==> config.mk <==
export PLATFORM = sky130hd
export DESIGN_NAME = object_file_section_parser
export DESIGN_NICKNAME = d
export VERILOG_FILES = /design/src/hw/rtl/ofsp_pkg.sv /design/src/hw/rtl/object_file_section_parser.sv
export SDC_FILE = /design/constraint.sdc
export NUM_CORES = 1
export LEC_CHECK = 0
export ABC_AREA = 1
export ABC_CLOCK_PERIOD_IN_PS = 3900
export BUFFER_PORTS_ARGS = -buffer_cell sky130_fd_sc_hd__buf_4
export CORE_MARGIN = 2
export CORE_UTILIZATION = 40
export CTS_CLUSTER_SIZE = 10
export DETAILED_ROUTE_END_ITERATION = 8
export GPL_ROUTABILITY_DRIVEN = 0
export PLACE_DENSITY_LB_ADDON = 0.2
export SYNTH_ARGS = -nofsm -noshare
export SYNTH_HDL_FRONTEND = slang
export SYNTH_SLANG_ARGS = --single-unit
==> constraint.sdc <==
create_clock -name clk -period 3.9 [get_ports clk]
set_input_delay 0 -clock clk [delete_from_list [all_inputs] [get_ports clk]]
set_output_delay 0 -clock clk [all_outputs]
set_load 0.01 [all_outputs]
==> src/hw/rtl/ofsp_pkg.sv <==
// ============================================================================
// ofsp_pkg
// Shared constants for the object file section parser: section header codes,
// parse step codes, record kinds and field widths.
// ============================================================================
package ofsp_pkg;

    localparam int unsigned BYTE_W  = 8;
    localparam int unsigned WORD_W  = 16;
    localparam int unsigned COUNT_W = 17;
    localparam int unsigned STEP_W  = 3;
    localparam int unsigned KIND_W  = 2;

    localparam logic [WORD_W-1:0] HDR_CODE   = 16'hCADE;
    localparam logic [WORD_W-1:0] HDR_DATA   = 16'hDADA;
    localparam logic [WORD_W-1:0] HDR_SYMBOL = 16'hC3B7;

    localparam logic [STEP_W-1:0] STEP_HEADER  = 3'd0;
    localparam logic [STEP_W-1:0] STEP_ADDRESS = 3'd1;
    localparam logic [STEP_W-1:0] STEP_COUNT   = 3'd2;
    localparam logic [STEP_W-1:0] STEP_WORDS   = 3'd3;
    localparam logic [STEP_W-1:0] STEP_LABEL   = 3'd4;
    localparam logic [STEP_W-1:0] STEP_SKIP    = 3'd5;

    localparam logic [KIND_W-1:0] KIND_MEM_WORD    = 2'd0;
    localparam logic [KIND_W-1:0] KIND_LABEL_CHAR  = 2'd1;
    localparam logic [KIND_W-1:0] KIND_EMPTY_LABEL = 2'd2;

endpackage

==> src/hw/rtl/object_file_section_parser.sv <==
// ============================================================================
// object_file_section_parser
// Byte-stream parser for object files: turns code, data and symbol sections
// into memory-write and label records.
// ============================================================================
// Usage:
//   Input channel s_*: one raw file byte per item in s_tdata[7:0].
//   Output channel m_*: one record per item.
//     m_tdata  = {value, target_address}, m_tuser = kind, m_tlast = last
//     record of the current section.
//   Each accepted byte lands in an input register; the parse logic then
//   updates the section state and, when the byte completes a record, loads
//   the output register. Throughput is one byte per cycle while the
//   receiver does not stall, set by the single parse stage between the
//   input and output registers.
//   Bytes that produce no record (header, address, count, high bytes,
//   skipped bytes) still pass through the parse stage in order.
//   When the receiver stalls with a record held, the parse stage holds and
//   s_tready drops once the input register is full; nothing is lost.
//   Reset clears both registers' valid flags and returns the parser to
//   expecting a header word at the high byte.
// ============================================================================
module object_file_section_parser
(
    input  logic        clk,
    input  logic        rst_n,
    // input bytes
    input  logic        s_tvalid,
    output logic        s_tready,
    input  logic [7:0]  s_tdata,     // [7:0] data_byte
    // output records
    output logic        m_tvalid,
    input  logic        m_tready,
    output logic [31:0] m_tdata,     // [15:0] target_address, [31:16] value
    output logic [1:0]  m_tuser,     // [1:0] kind
    output logic        m_tlast      // last record of the section
);

    // input register
    logic                              in_valid_reg;
    logic [ofsp_pkg::BYTE_W-1:0]       in_byte_reg;

    // parse state
    logic                              byte_phase_reg, byte_phase_next;
    logic [ofsp_pkg::BYTE_W-1:0]       high_byte_reg, high_byte_next;
    logic [ofsp_pkg::STEP_W-1:0]       step_reg, step_next;
    logic [ofsp_pkg::WORD_W-1:0]       header_reg, header_next;
    logic [ofsp_pkg::WORD_W-1:0]       address_reg, address_next;
    logic [ofsp_pkg::COUNT_W-1:0]      remaining_reg, remaining_next;
    logic [ofsp_pkg::WORD_W-1:0]       offset_reg, offset_next;

    // output register
    logic                              out_valid_reg;
    logic [ofsp_pkg::KIND_W-1:0]       out_kind_reg;
    logic [ofsp_pkg::WORD_W-1:0]       out_addr_reg;
    logic [ofsp_pkg::WORD_W-1:0]       out_value_reg;
    logic                              out_last_reg;

    // parse stage results
    logic                              emit;
    logic [ofsp_pkg::KIND_W-1:0]       emit_kind;
    logic [ofsp_pkg::WORD_W-1:0]       emit_addr;
    logic [ofsp_pkg::WORD_W-1:0]       emit_value;
    logic                              emit_last;

    logic                              out_free;
    logic                              advance;
    logic [ofsp_pkg::WORD_W-1:0]       word;
    logic [ofsp_pkg::COUNT_W-1:0]      count_dec;
    logic                              is_code_data;

    // The parse stage runs whenever a byte is held and the output register can take a record.
    assign out_free  = !out_valid_reg || m_tready;
    assign advance   = in_valid_reg && out_free;
    assign s_tready  = !in_valid_reg || out_free;

    assign word      = {high_byte_reg, in_byte_reg};
    assign count_dec = remaining_reg - ofsp_pkg::COUNT_W'(1);
    assign is_code_data = (header_reg == ofsp_pkg::HDR_CODE) ||
                          (header_reg == ofsp_pkg::HDR_DATA);

    always_comb
    begin
        byte_phase_next = byte_phase_reg;
        high_byte_next  = high_byte_reg;
        step_next       = step_reg;
        header_next     = header_reg;
        address_next    = address_reg;
        remaining_next  = remaining_reg;
        offset_next     = offset_reg;
        emit            = 1'b0;
        emit_kind       = ofsp_pkg::KIND_MEM_WORD;
        emit_addr       = address_reg;
        emit_value      = '0;
        emit_last       = 1'b0;

        if (step_reg == ofsp_pkg::STEP_LABEL)
        begin
            // label bytes are taken raw, one per item
            remaining_next = count_dec;
            emit           = 1'b1;
            emit_kind      = ofsp_pkg::KIND_LABEL_CHAR;
            emit_value     = {{(ofsp_pkg::WORD_W-ofsp_pkg::BYTE_W){1'b0}}, in_byte_reg};
            emit_last      = (count_dec == '0);
            if (count_dec == '0)
                step_next = ofsp_pkg::STEP_HEADER;
        end
        else if (step_reg == ofsp_pkg::STEP_SKIP)
        begin
            // drop unknown section bytes
            remaining_next = count_dec;
            if (count_dec == '0)
                step_next = ofsp_pkg::STEP_HEADER;
        end
        else if (!byte_phase_reg)
        begin
            high_byte_next  = in_byte_reg;
            byte_phase_next = 1'b1;
            // unreachable step codes fall back to header
            if (step_reg > ofsp_pkg::STEP_SKIP)
                step_next = ofsp_pkg::STEP_HEADER;
        end
        else
        begin
            byte_phase_next = 1'b0;
            unique case (step_reg)
                ofsp_pkg::STEP_ADDRESS:
                begin
                    address_next = word;
                    step_next    = ofsp_pkg::STEP_COUNT;
                end
                ofsp_pkg::STEP_COUNT:
                begin
                    offset_next = '0;
                    if (is_code_data)
                    begin
                        remaining_next = {1'b0, word};
                        step_next = (word == '0) ? ofsp_pkg::STEP_HEADER
                                                 : ofsp_pkg::STEP_WORDS;
                    end
                    else if (header_reg == ofsp_pkg::HDR_SYMBOL)
                    begin
                        remaining_next = {1'b0, word};
                        if (word == '0)
                        begin
                            step_next = ofsp_pkg::STEP_HEADER;
                            emit      = 1'b1;
                            emit_kind = ofsp_pkg::KIND_EMPTY_LABEL;
                            emit_last = 1'b1;
                        end
                        else
                        begin
                            step_next = ofsp_pkg::STEP_LABEL;
                        end
                    end
                    else
                    begin
                        // skip two bytes per counted word
                        remaining_next = {word, 1'b0};
                        step_next = (word == '0) ? ofsp_pkg::STEP_HEADER
                                                 : ofsp_pkg::STEP_SKIP;
                    end
                end
                ofsp_pkg::STEP_WORDS:
                begin
                    remaining_next = count_dec;
                    emit           = 1'b1;
                    emit_kind      = ofsp_pkg::KIND_MEM_WORD;
                    emit_addr      = address_reg + offset_reg;
                    emit_value     = word;
                    emit_last      = (count_dec == '0);
                    offset_next    = offset_reg + ofsp_pkg::WORD_W'(1);
                    if (count_dec == '0)
                        step_next = ofsp_pkg::STEP_HEADER;
                end
                default:
                begin
                    // header word (also any stray step code)
                    header_next = word;
                    step_next   = ofsp_pkg::STEP_ADDRESS;
                end
            endcase
        end
    end

    // input register: hold the byte until the parse stage takes it
    always_ff @(posedge clk or negedge rst_n)
    begin
        if (!rst_n)
        begin
            in_valid_reg <= 1'b0;
        end
        else if (s_tready)
        begin
            in_valid_reg <= s_tvalid;
        end
    end

    always_ff @(posedge clk)
    begin
        if (s_tready && s_tvalid)
            in_byte_reg <= s_tdata;
    end

    // parse state: advance once per byte
    always_ff @(posedge clk or negedge rst_n)
    begin
        if (!rst_n)
        begin
            byte_phase_reg <= 1'b0;
            high_byte_reg  <= '0;
            step_reg       <= ofsp_pkg::STEP_HEADER;
            header_reg     <= '0;
            address_reg    <= '0;
            remaining_reg  <= '0;
            offset_reg     <= '0;
        end
        else if (advance)
        begin
            byte_phase_reg <= byte_phase_next;
            high_byte_reg  <= high_byte_next;
            step_reg       <= step_next;
            header_reg     <= header_next;
            address_reg    <= address_next;
            remaining_reg  <= remaining_next;
            offset_reg     <= offset_next;
        end
    end

    // output register
    always_ff @(posedge clk or negedge rst_n)
    begin
        if (!rst_n)
        begin
            out_valid_reg <= 1'b0;
        end
        else if (out_free)
        begin
            out_valid_reg <= advance && emit;
        end
    end

    always_ff @(posedge clk)
    begin
        if (advance && emit)
        begin
            out_kind_reg  <= emit_kind;
            out_addr_reg  <= emit_addr;
            out_value_reg <= emit_value;
            out_last_reg  <= emit_last;
        end
    end

    assign m_tvalid = out_valid_reg;
    assign m_tdata  = {out_value_reg, out_addr_reg};
    assign m_tuser  = out_kind_reg;
    assign m_tlast  = out_last_reg;

endmodule
==> impl_metrics.csv, run 1 <==
group,metric,value,unit
clock_network,clk_pin_slew,0.06,ns
setup_path,crit_required,3.97,ns
placed_design,place_hpwl,11.8,mm
setup_path,critical_path_arrival,2.82,ns
routing,drt_wl_total,16.3,mm
clock_network,clock_sinks,122,
global_route,grt_overflow,0,
sta,final.setup.tns,0,ns
sta,setup_viol,0,
sta,fin_crit_sh,0.706,
sta,finalMaxSlewViolations,0,
setup_path,crit_path_end_kind,"register",
sta,fin_skew,0.00849,ns
placed_design,pre_cts_slack,1.13,ns
floorplanning,initial_core_util,0.404,
cells_and_area,fill_cells,1597,
floorplanning,num_rows,47,
cells_and_area,finish.utilization,0.486,
global_route,grt_use_total,0.193,
synthesis,syn_inst,800,
setup_path,r2r_start,"step_reg[2]",
setup_path,path_delay_family,"buffers and inverters",
routing,first_pass_iters,5,
cells_and_area,area_delta_synth_final,20.3,%
clock_network,cts_setup_buffers,0,
setup_path,critPathBufInv,5,
synthesis,synthArstFlopShare,0.648,
synthesis,syn_area,6630,um^2
power,sequentialPowerShare,0.369,
global_route,grt_pass1_vias,5040,
clock_network,cts_hold_buffers,13,
routing,ant_nets,0,
sta,worstMarginPinSlew,0.991,ns
cells_and_area,nNetsFinal,899,
setup_path,crit_path_max_fanout,31,
power,p_comb_frac,0.345,
floorplanning,core,16400,um^2
sta,timing.fmax,363,MHz
setup_path,cpMaxStageDelayCell,"buf_4",
cells_and_area,ff_latch_area,3270,um^2
power,leakage,0.00372,uW
synthesis,synth_enable_flop_cells,43,
floorplanning,ioPinCount,49,
sta,finalHoldViolCount,0,
power,fin_total_pwr,5650,uW
power,power.share.clock,0.286,
setup_path,max_stage_delay,0.41,ns
worst_hold_path,hold_path.class,"in -> async",
synthesis,syn-num-nets,831,
synthesis,yosys_warnings,0,
sta,timing.hold.ws,0.136,ns
cells_and_area,drive_gt1_frac,0.137,
routing,num_vias,5517,
synthesis,synth-seq-area-share,0.493,
power,swShare,0.390,
clock_network,cts_tree,"done",
flow_run,drv_cap,0,
setup_path,path_cells,"inv_2 -> nand2_2 -> nor2_2 -> inv_2 -> nor2_4 -> inv_2 -> o21ai_0 -> inv_2 -> a21oi_4 -> buf_4",
setup_path,worstSetupPathType,"reg -> reg",
run_status,status,"finished clean",
global_route,grt_pass1_wl,26.4,mm
routing,avgViaCountPerCell,5.01,
power,p_per_area,708,nW/um^2
clock_network,post_cts_resized,0,
sta,rsz0062_at_grt,"no",
routing,drc,0,
setup_path,startpoint,"step_reg[2]",
cells_and_area,n_antenna_cell,0,
sta,min_period,2.75,ns
sta,fin_ws,1.15,ns
floorplanning,die_h,133,um
clock_network,cts_max_level,4,
setup_path,critPathMostFrequentCell,"inv_2",
setup_path,crit_path_start_kind,"register",
power,vdd_ir_drop_max,0.336,mV
placed_design,port_buffers,48,
power,switchingPower,2200,uW
floorplanning,die_area,17600,um^2
cells_and_area,largest_reg_flops,17,
synthesis,avgSynthCellArea,8.28,um^2
global_route,grt_max_degree,46,
cells_and_area,multi_input_comb_area,2890,um^2
power,p_int,3450,uW
clock_network,cts_root_buf,"clkbuf_16",
global_route,grt_antenna_before_repair,0,
routing,drt-wirelength-per-cell,14.8,um
clock_network,clk_path_buf_depth,2,
synthesis,ys_types,43,
synthesis,synthFlopType,"dfrtp_1",
routing,drtIter0Drc,503,
clock_network,cts-buffers-inserted,17,
synthesis,ys_seq_elements,122,
clock_network,insertion_delay,0.42,ns
floorplanning,dieWidth,133,um
sta,timing.slew.headroom,0.338,
[cells in the final DEF, fill, tap and decap left out, types with 9 or more instances in the layout]
cell and n:
o21ai_1 13, edfxtp_1 43, a21oi_1 39, nand3_1 48, inv_1 97, o21ai_0 78, nand4_1 16, clkbuf_16 17
buf_4 53, xor2_1 10, dfrtp_1 79, nand2_1 172, o211ai_1 9, inv_2 10, ha_1 18, dlygate4sd3_1 13
nor2_1 82
[cells in the mapped netlist, types with 2 or more instances]
cell	count	area (um^2)
a21o_1	4	30.0
a21oi_1	40	200
buf_2	7	35.0
clkbuf_1	10	37.5
clkinv_2	2	10.0
dfrtp_1	79	1980
edfxtp_1	43	1290
ha_1	18	225
inv_1	97	364
inv_2	10	37.5
mux2i_1	6	60.1
nand2_1	172	646
nand2_2	3	18.8
nand3_1	48	240
nand3_2	3	30.0
nand3b_1	2	15.0
nand4_1	16	100
nor2_1	82	308
nor2_2	6	37.5
nor2_4	6	67.6
nor3_1	7	35.0
nor4_1	4	25.0
o211ai_1	9	67.6
o21a_1	2	15.0
o21ai_0	78	390
o21ai_1	13	65.1
o21bai_1	2	15.0
o22ai_1	4	25.0
or2_2	2	12.5
xnor2_1	3	26.3
xor2_1	10	87.6
[per-layer routing]
layer	global-route usage	wire length [um]	up-vias
met5	0	0	-
met4	0.0717	328	0
met3	0.0368	866	30
met2	0.295	7390	154
met1	0.273	7750	2539
li1	-	-	2794
[cells by family after synthesis]
group | after synthesis | share of synthesized area
AND/OR/NAND/NOR | 355 | 0.239
multiplexers | 6 | 0.00906
adder cells (fa/ha/maj) | 19 | 0.0370
XOR/XNOR | 13 | 0.0172
flip-flops | 122 | 0.493
AO/OA/AOI/OAI | 159 | 0.132
buffers and inverters | 126 | 0.0731
[power groups by stage]
stage / clock, uW / sequential [uW] / combinational, uW
after floorplan: 0 / 2010 / 1430
after global routing: 1710 / 2130 / 2220
after CTS: 1640 / 2080 / 1960
after detailed placement: 0 / 2090 / 1930
after global placement: 0 / 2090 / 1910
final: 1620 / 2080 / 1950
[worst paths after layout]
kind	end	slack [ns]	depth (start not counted)
max	out_value_reg[9]	1.15	10
min	remaining_reg[4]	0.14	2
max reg2reg	out_value_reg[9]	1.15	10
min reg2reg	high_byte_reg[6]	0.48	2
max in group asynchronous	offset_reg[4]	2.82	3
min in group clk	in_byte_reg[1]	0.30	2
[stage by stage]
step	instances	instance area, um^2
floorplan	800	6630
global placement	1056	7240
detailed placement	1056	7240
CTS	1101	7980
global route	1101	7980
finish	1101	7980
[area by class of cell]
| cell class | count | area share |
|---|---|---|
| multi-input cells | 552 | 0.362 |
| clock buffers | 21 | 0.0577 |
| well taps | 220 | 0.0345 |
| clock inverters | 11 | 0.0182 |
| repair buffers | 66 | 0.0662 |
| flip-flops and latches | 122 | 0.410 |
| inverters | 109 | 0.0516 |
(Power assumes the default switching activity.)
==> run 2: changes to the inputs <==
--- a/config.mk
+++ b/config.mk
@@ -6,7 +6,7 @@
 export NUM_CORES = 1
 export LEC_CHECK = 0
 export ABC_AREA = 1
-export ABC_CLOCK_PERIOD_IN_PS = 3900
+export ABC_CLOCK_PERIOD_IN_PS = 2700
 export BUFFER_PORTS_ARGS = -buffer_cell sky130_fd_sc_hd__buf_4
 export CORE_MARGIN = 2
 export CORE_UTILIZATION = 40
==> constraint.sdc (replaced) <==
create_clock -name clk -period 2.7 [get_ports clk]
set_input_delay 0 -clock clk [delete_from_list [all_inputs] [get_ports clk]]
set_output_delay 0 -clock clk [all_outputs]
set_load 0.01 [all_outputs]
==> impl_metrics.csv, run 2 (same netlist as run 1, synthesis figures left out) <==
group,metric,value,unit
sta,worstMarginPinSlew,0.675,ns
cells_and_area,n_antenna_cell,0,
global_route,grt_overflow,0,
setup_path,crit_required,2.88,ns
setup_path,max_stage_delay,0.43,ns
run_status,status,"finished clean",
setup_path,cpMaxStageDelayCell,"o211ai_1",
worst_hold_path,hold_path.class,"in -> async",
sta,finalHoldViolCount,0,
cells_and_area,multi_input_comb_area,2890,um^2
sta,fin_crit_sh,0.920,
cells_and_area,mostFrequentLayoutCells,"172 x nand2_1, 97 x inv_1, 82 x nor2_1",
clock_network,cts_hold_buffers,13,
cells_and_area,area_delta_synth_final,22.1,%
sta,min_period,2.48,ns
cells_and_area,fill_cells,1570,
floorplanning,dieWidth,133,um
global_route,grt_use_total,0.196,
setup_path,worstSetupPathType,"reg -> reg",
cells_and_area,largest_reg_flops,17,
power,p_per_area,1030,nW/um^2
sta,final.setup.tns,0,ns
cells_and_area,final_common_cell,"nand2_1",
global_route,grt_max_degree,50,
floorplanning,core,16400,um^2
clock_network,clk_path_buf_depth,2,
clock_network,cts_root_buf,"clkbuf_16",
global_route,grt_pass1_wl,26.9,mm
flow_run,drv_cap,0,
cells_and_area,drive_gt1_frac,0.145,
power,power.share.clock,0.306,
sta,rsz0062_at_grt,"no",
routing,drc,0,
clock_network,cts_setup_buffers,0,
floorplanning,ioPinCount,49,
sta,setup_viol,0,
power,leakage,0.00378,uW
placed_design,place_hpwl,11.6,mm
power,p_comb_frac,0.336,
power,fin_total_pwr,8370,uW
cells_and_area,ff_latch_area,3270,um^2
clock_network,cts_tree,"done",
power,sequentialPowerShare,0.358,
clock_network,insertion_delay,0.43,ns
routing,drtIter0Drc,416,
routing,first_pass_iters,6,
setup_path,path_cells,"ha_1 -> inv_1 -> fa_1 -> o211ai_1 -> a21oi_1 -> o21ai_0 -> nand2_1 -> inv_1 -> o21ai_0 -> o21ai_0 -> inv_1",
floorplanning,die_area,17600,um^2
sta,timing.hold.ws,0.159,ns
sta,fin_skew,0.00704,ns
setup_path,crit_path_start_kind,"register",
power,vdd_ir_drop_max,0.504,mV
sta,timing.slew.headroom,0.550,
floorplanning,die_h,133,um
cells_and_area,nNetsFinal,905,
floorplanning,num_rows,47,
clock_network,post_cts_resized,0,
routing,ant_nets,0,
sta,finalMaxSlewViolations,0,
power,swShare,0.379,
routing,drt_wl_total,16.2,mm
floorplanning,initial_core_util,0.404,
routing,drt-wirelength-per-cell,14.7,um
sta,timing.fmax,403,MHz
setup_path,critical_path_arrival,2.66,ns
routing,num_vias,5496,
setup_path,crit_path_max_fanout,5,
clock_network,cts-buffers-inserted,17,
power,switchingPower,3180,uW
global_route,grt_pass1_vias,5177,
power,p_int,5190,uW
setup_path,crit_path_end_kind,"register",
global_route,grt_antenna_before_repair,0,
placed_design,port_buffers,48,
clock_network,clock_sinks,122,
clock_network,cts_max_level,4,
routing,avgViaCountPerCell,4.96,
clock_network,clk_pin_slew,0.06,ns
-- run 2: cell types whose count changed in the layout (fill, tap and decap cells not counted) --
cell / delta
buf_4: +5
clkinv_2: -3
bufinv_16: +2
clkbuf_1: -2
inv_6: +2
buf_12: +1
inv_4: +1
-- run 2: worst max-delay path: cells and delay by family (launching register included) --
kind | cells | cell delay, ns
DFF | 1 | 0.41
buffers and inverters | 3 | 0.15
and+or+nand+nor | 1 | 0.07
AOI/OAI and AO/OA | 5 | 1.01
adders and majority gates | 2 | 0.60
-- run 2: per-layer routing --
metal | global-route usage | part of all wire
met2 | 0.297 | 0.45
met4 | 0.0777 | 0.018
met5 | 0 | 0
met3 | 0.0395 | 0.042
met1 | 0.276 | 0.49
-- run 2: layout make-up --
class / count / area share
clock buffer: 19 / 0.0560
clock inverter: 13 / 0.0264
inverter: 109 / 0.0509
multi-input combinational: 552 / 0.357
sequential: 122 / 0.404
tap: 220 / 0.0340
timing repair buffer: 72 / 0.0723
-- run 2: stage by stage --
| stage | utilization | instances | setup WS [ns] | cell area [um^2] |
|---|---|---|---|---|
| 2_1_floorplan | - | 800 | 0.136 | 6630 |
| 4_1_cts | 0.493 | 1107 | 0.243 | 8090 |
| 6_report | 0.493 | 1107 | 0.216 | 8090 |
| 5_1_grt | 0.493 | 1107 | 0.0188 | 8090 |
| 3_5_place_dp | 0.445 | 1062 | 0.267 | 7300 |
| 3_3_place_gp | 0.445 | 1062 | 0.283 | 7300 |
-- run 2: path summary, 6_finish.rpt --
| kind | end | start | cells past startpoint | slack [ns] |
|---|---|---|---|---|
| max reg2reg | out_addr_reg[10] | offset_reg[0] | 11 | 0.22 |
| max in group asynchronous | header_reg[12] | rst_n | 3 | 1.83 |
| max | out_addr_reg[10] | offset_reg[0] | 11 | 0.22 |
| min reg2reg | high_byte_reg[5] | high_byte_reg[5] | 2 | 0.49 |
| min | remaining_reg[5] | rst_n | 2 | 0.16 |
| min in group clk | in_byte_reg[4] | s_tdata[4] | 2 | 0.28 |
-- run 2: power by group through the flow --
stage,logic [uW],registers (uW),clock network [uW]
after floorplan,2070,2910,0
after global placement,2760,3020,0
after detailed placement,2790,3020,0
after CTS,2820,2990,2610
after global routing,3250,3070,2690
final,2810,3000,2560
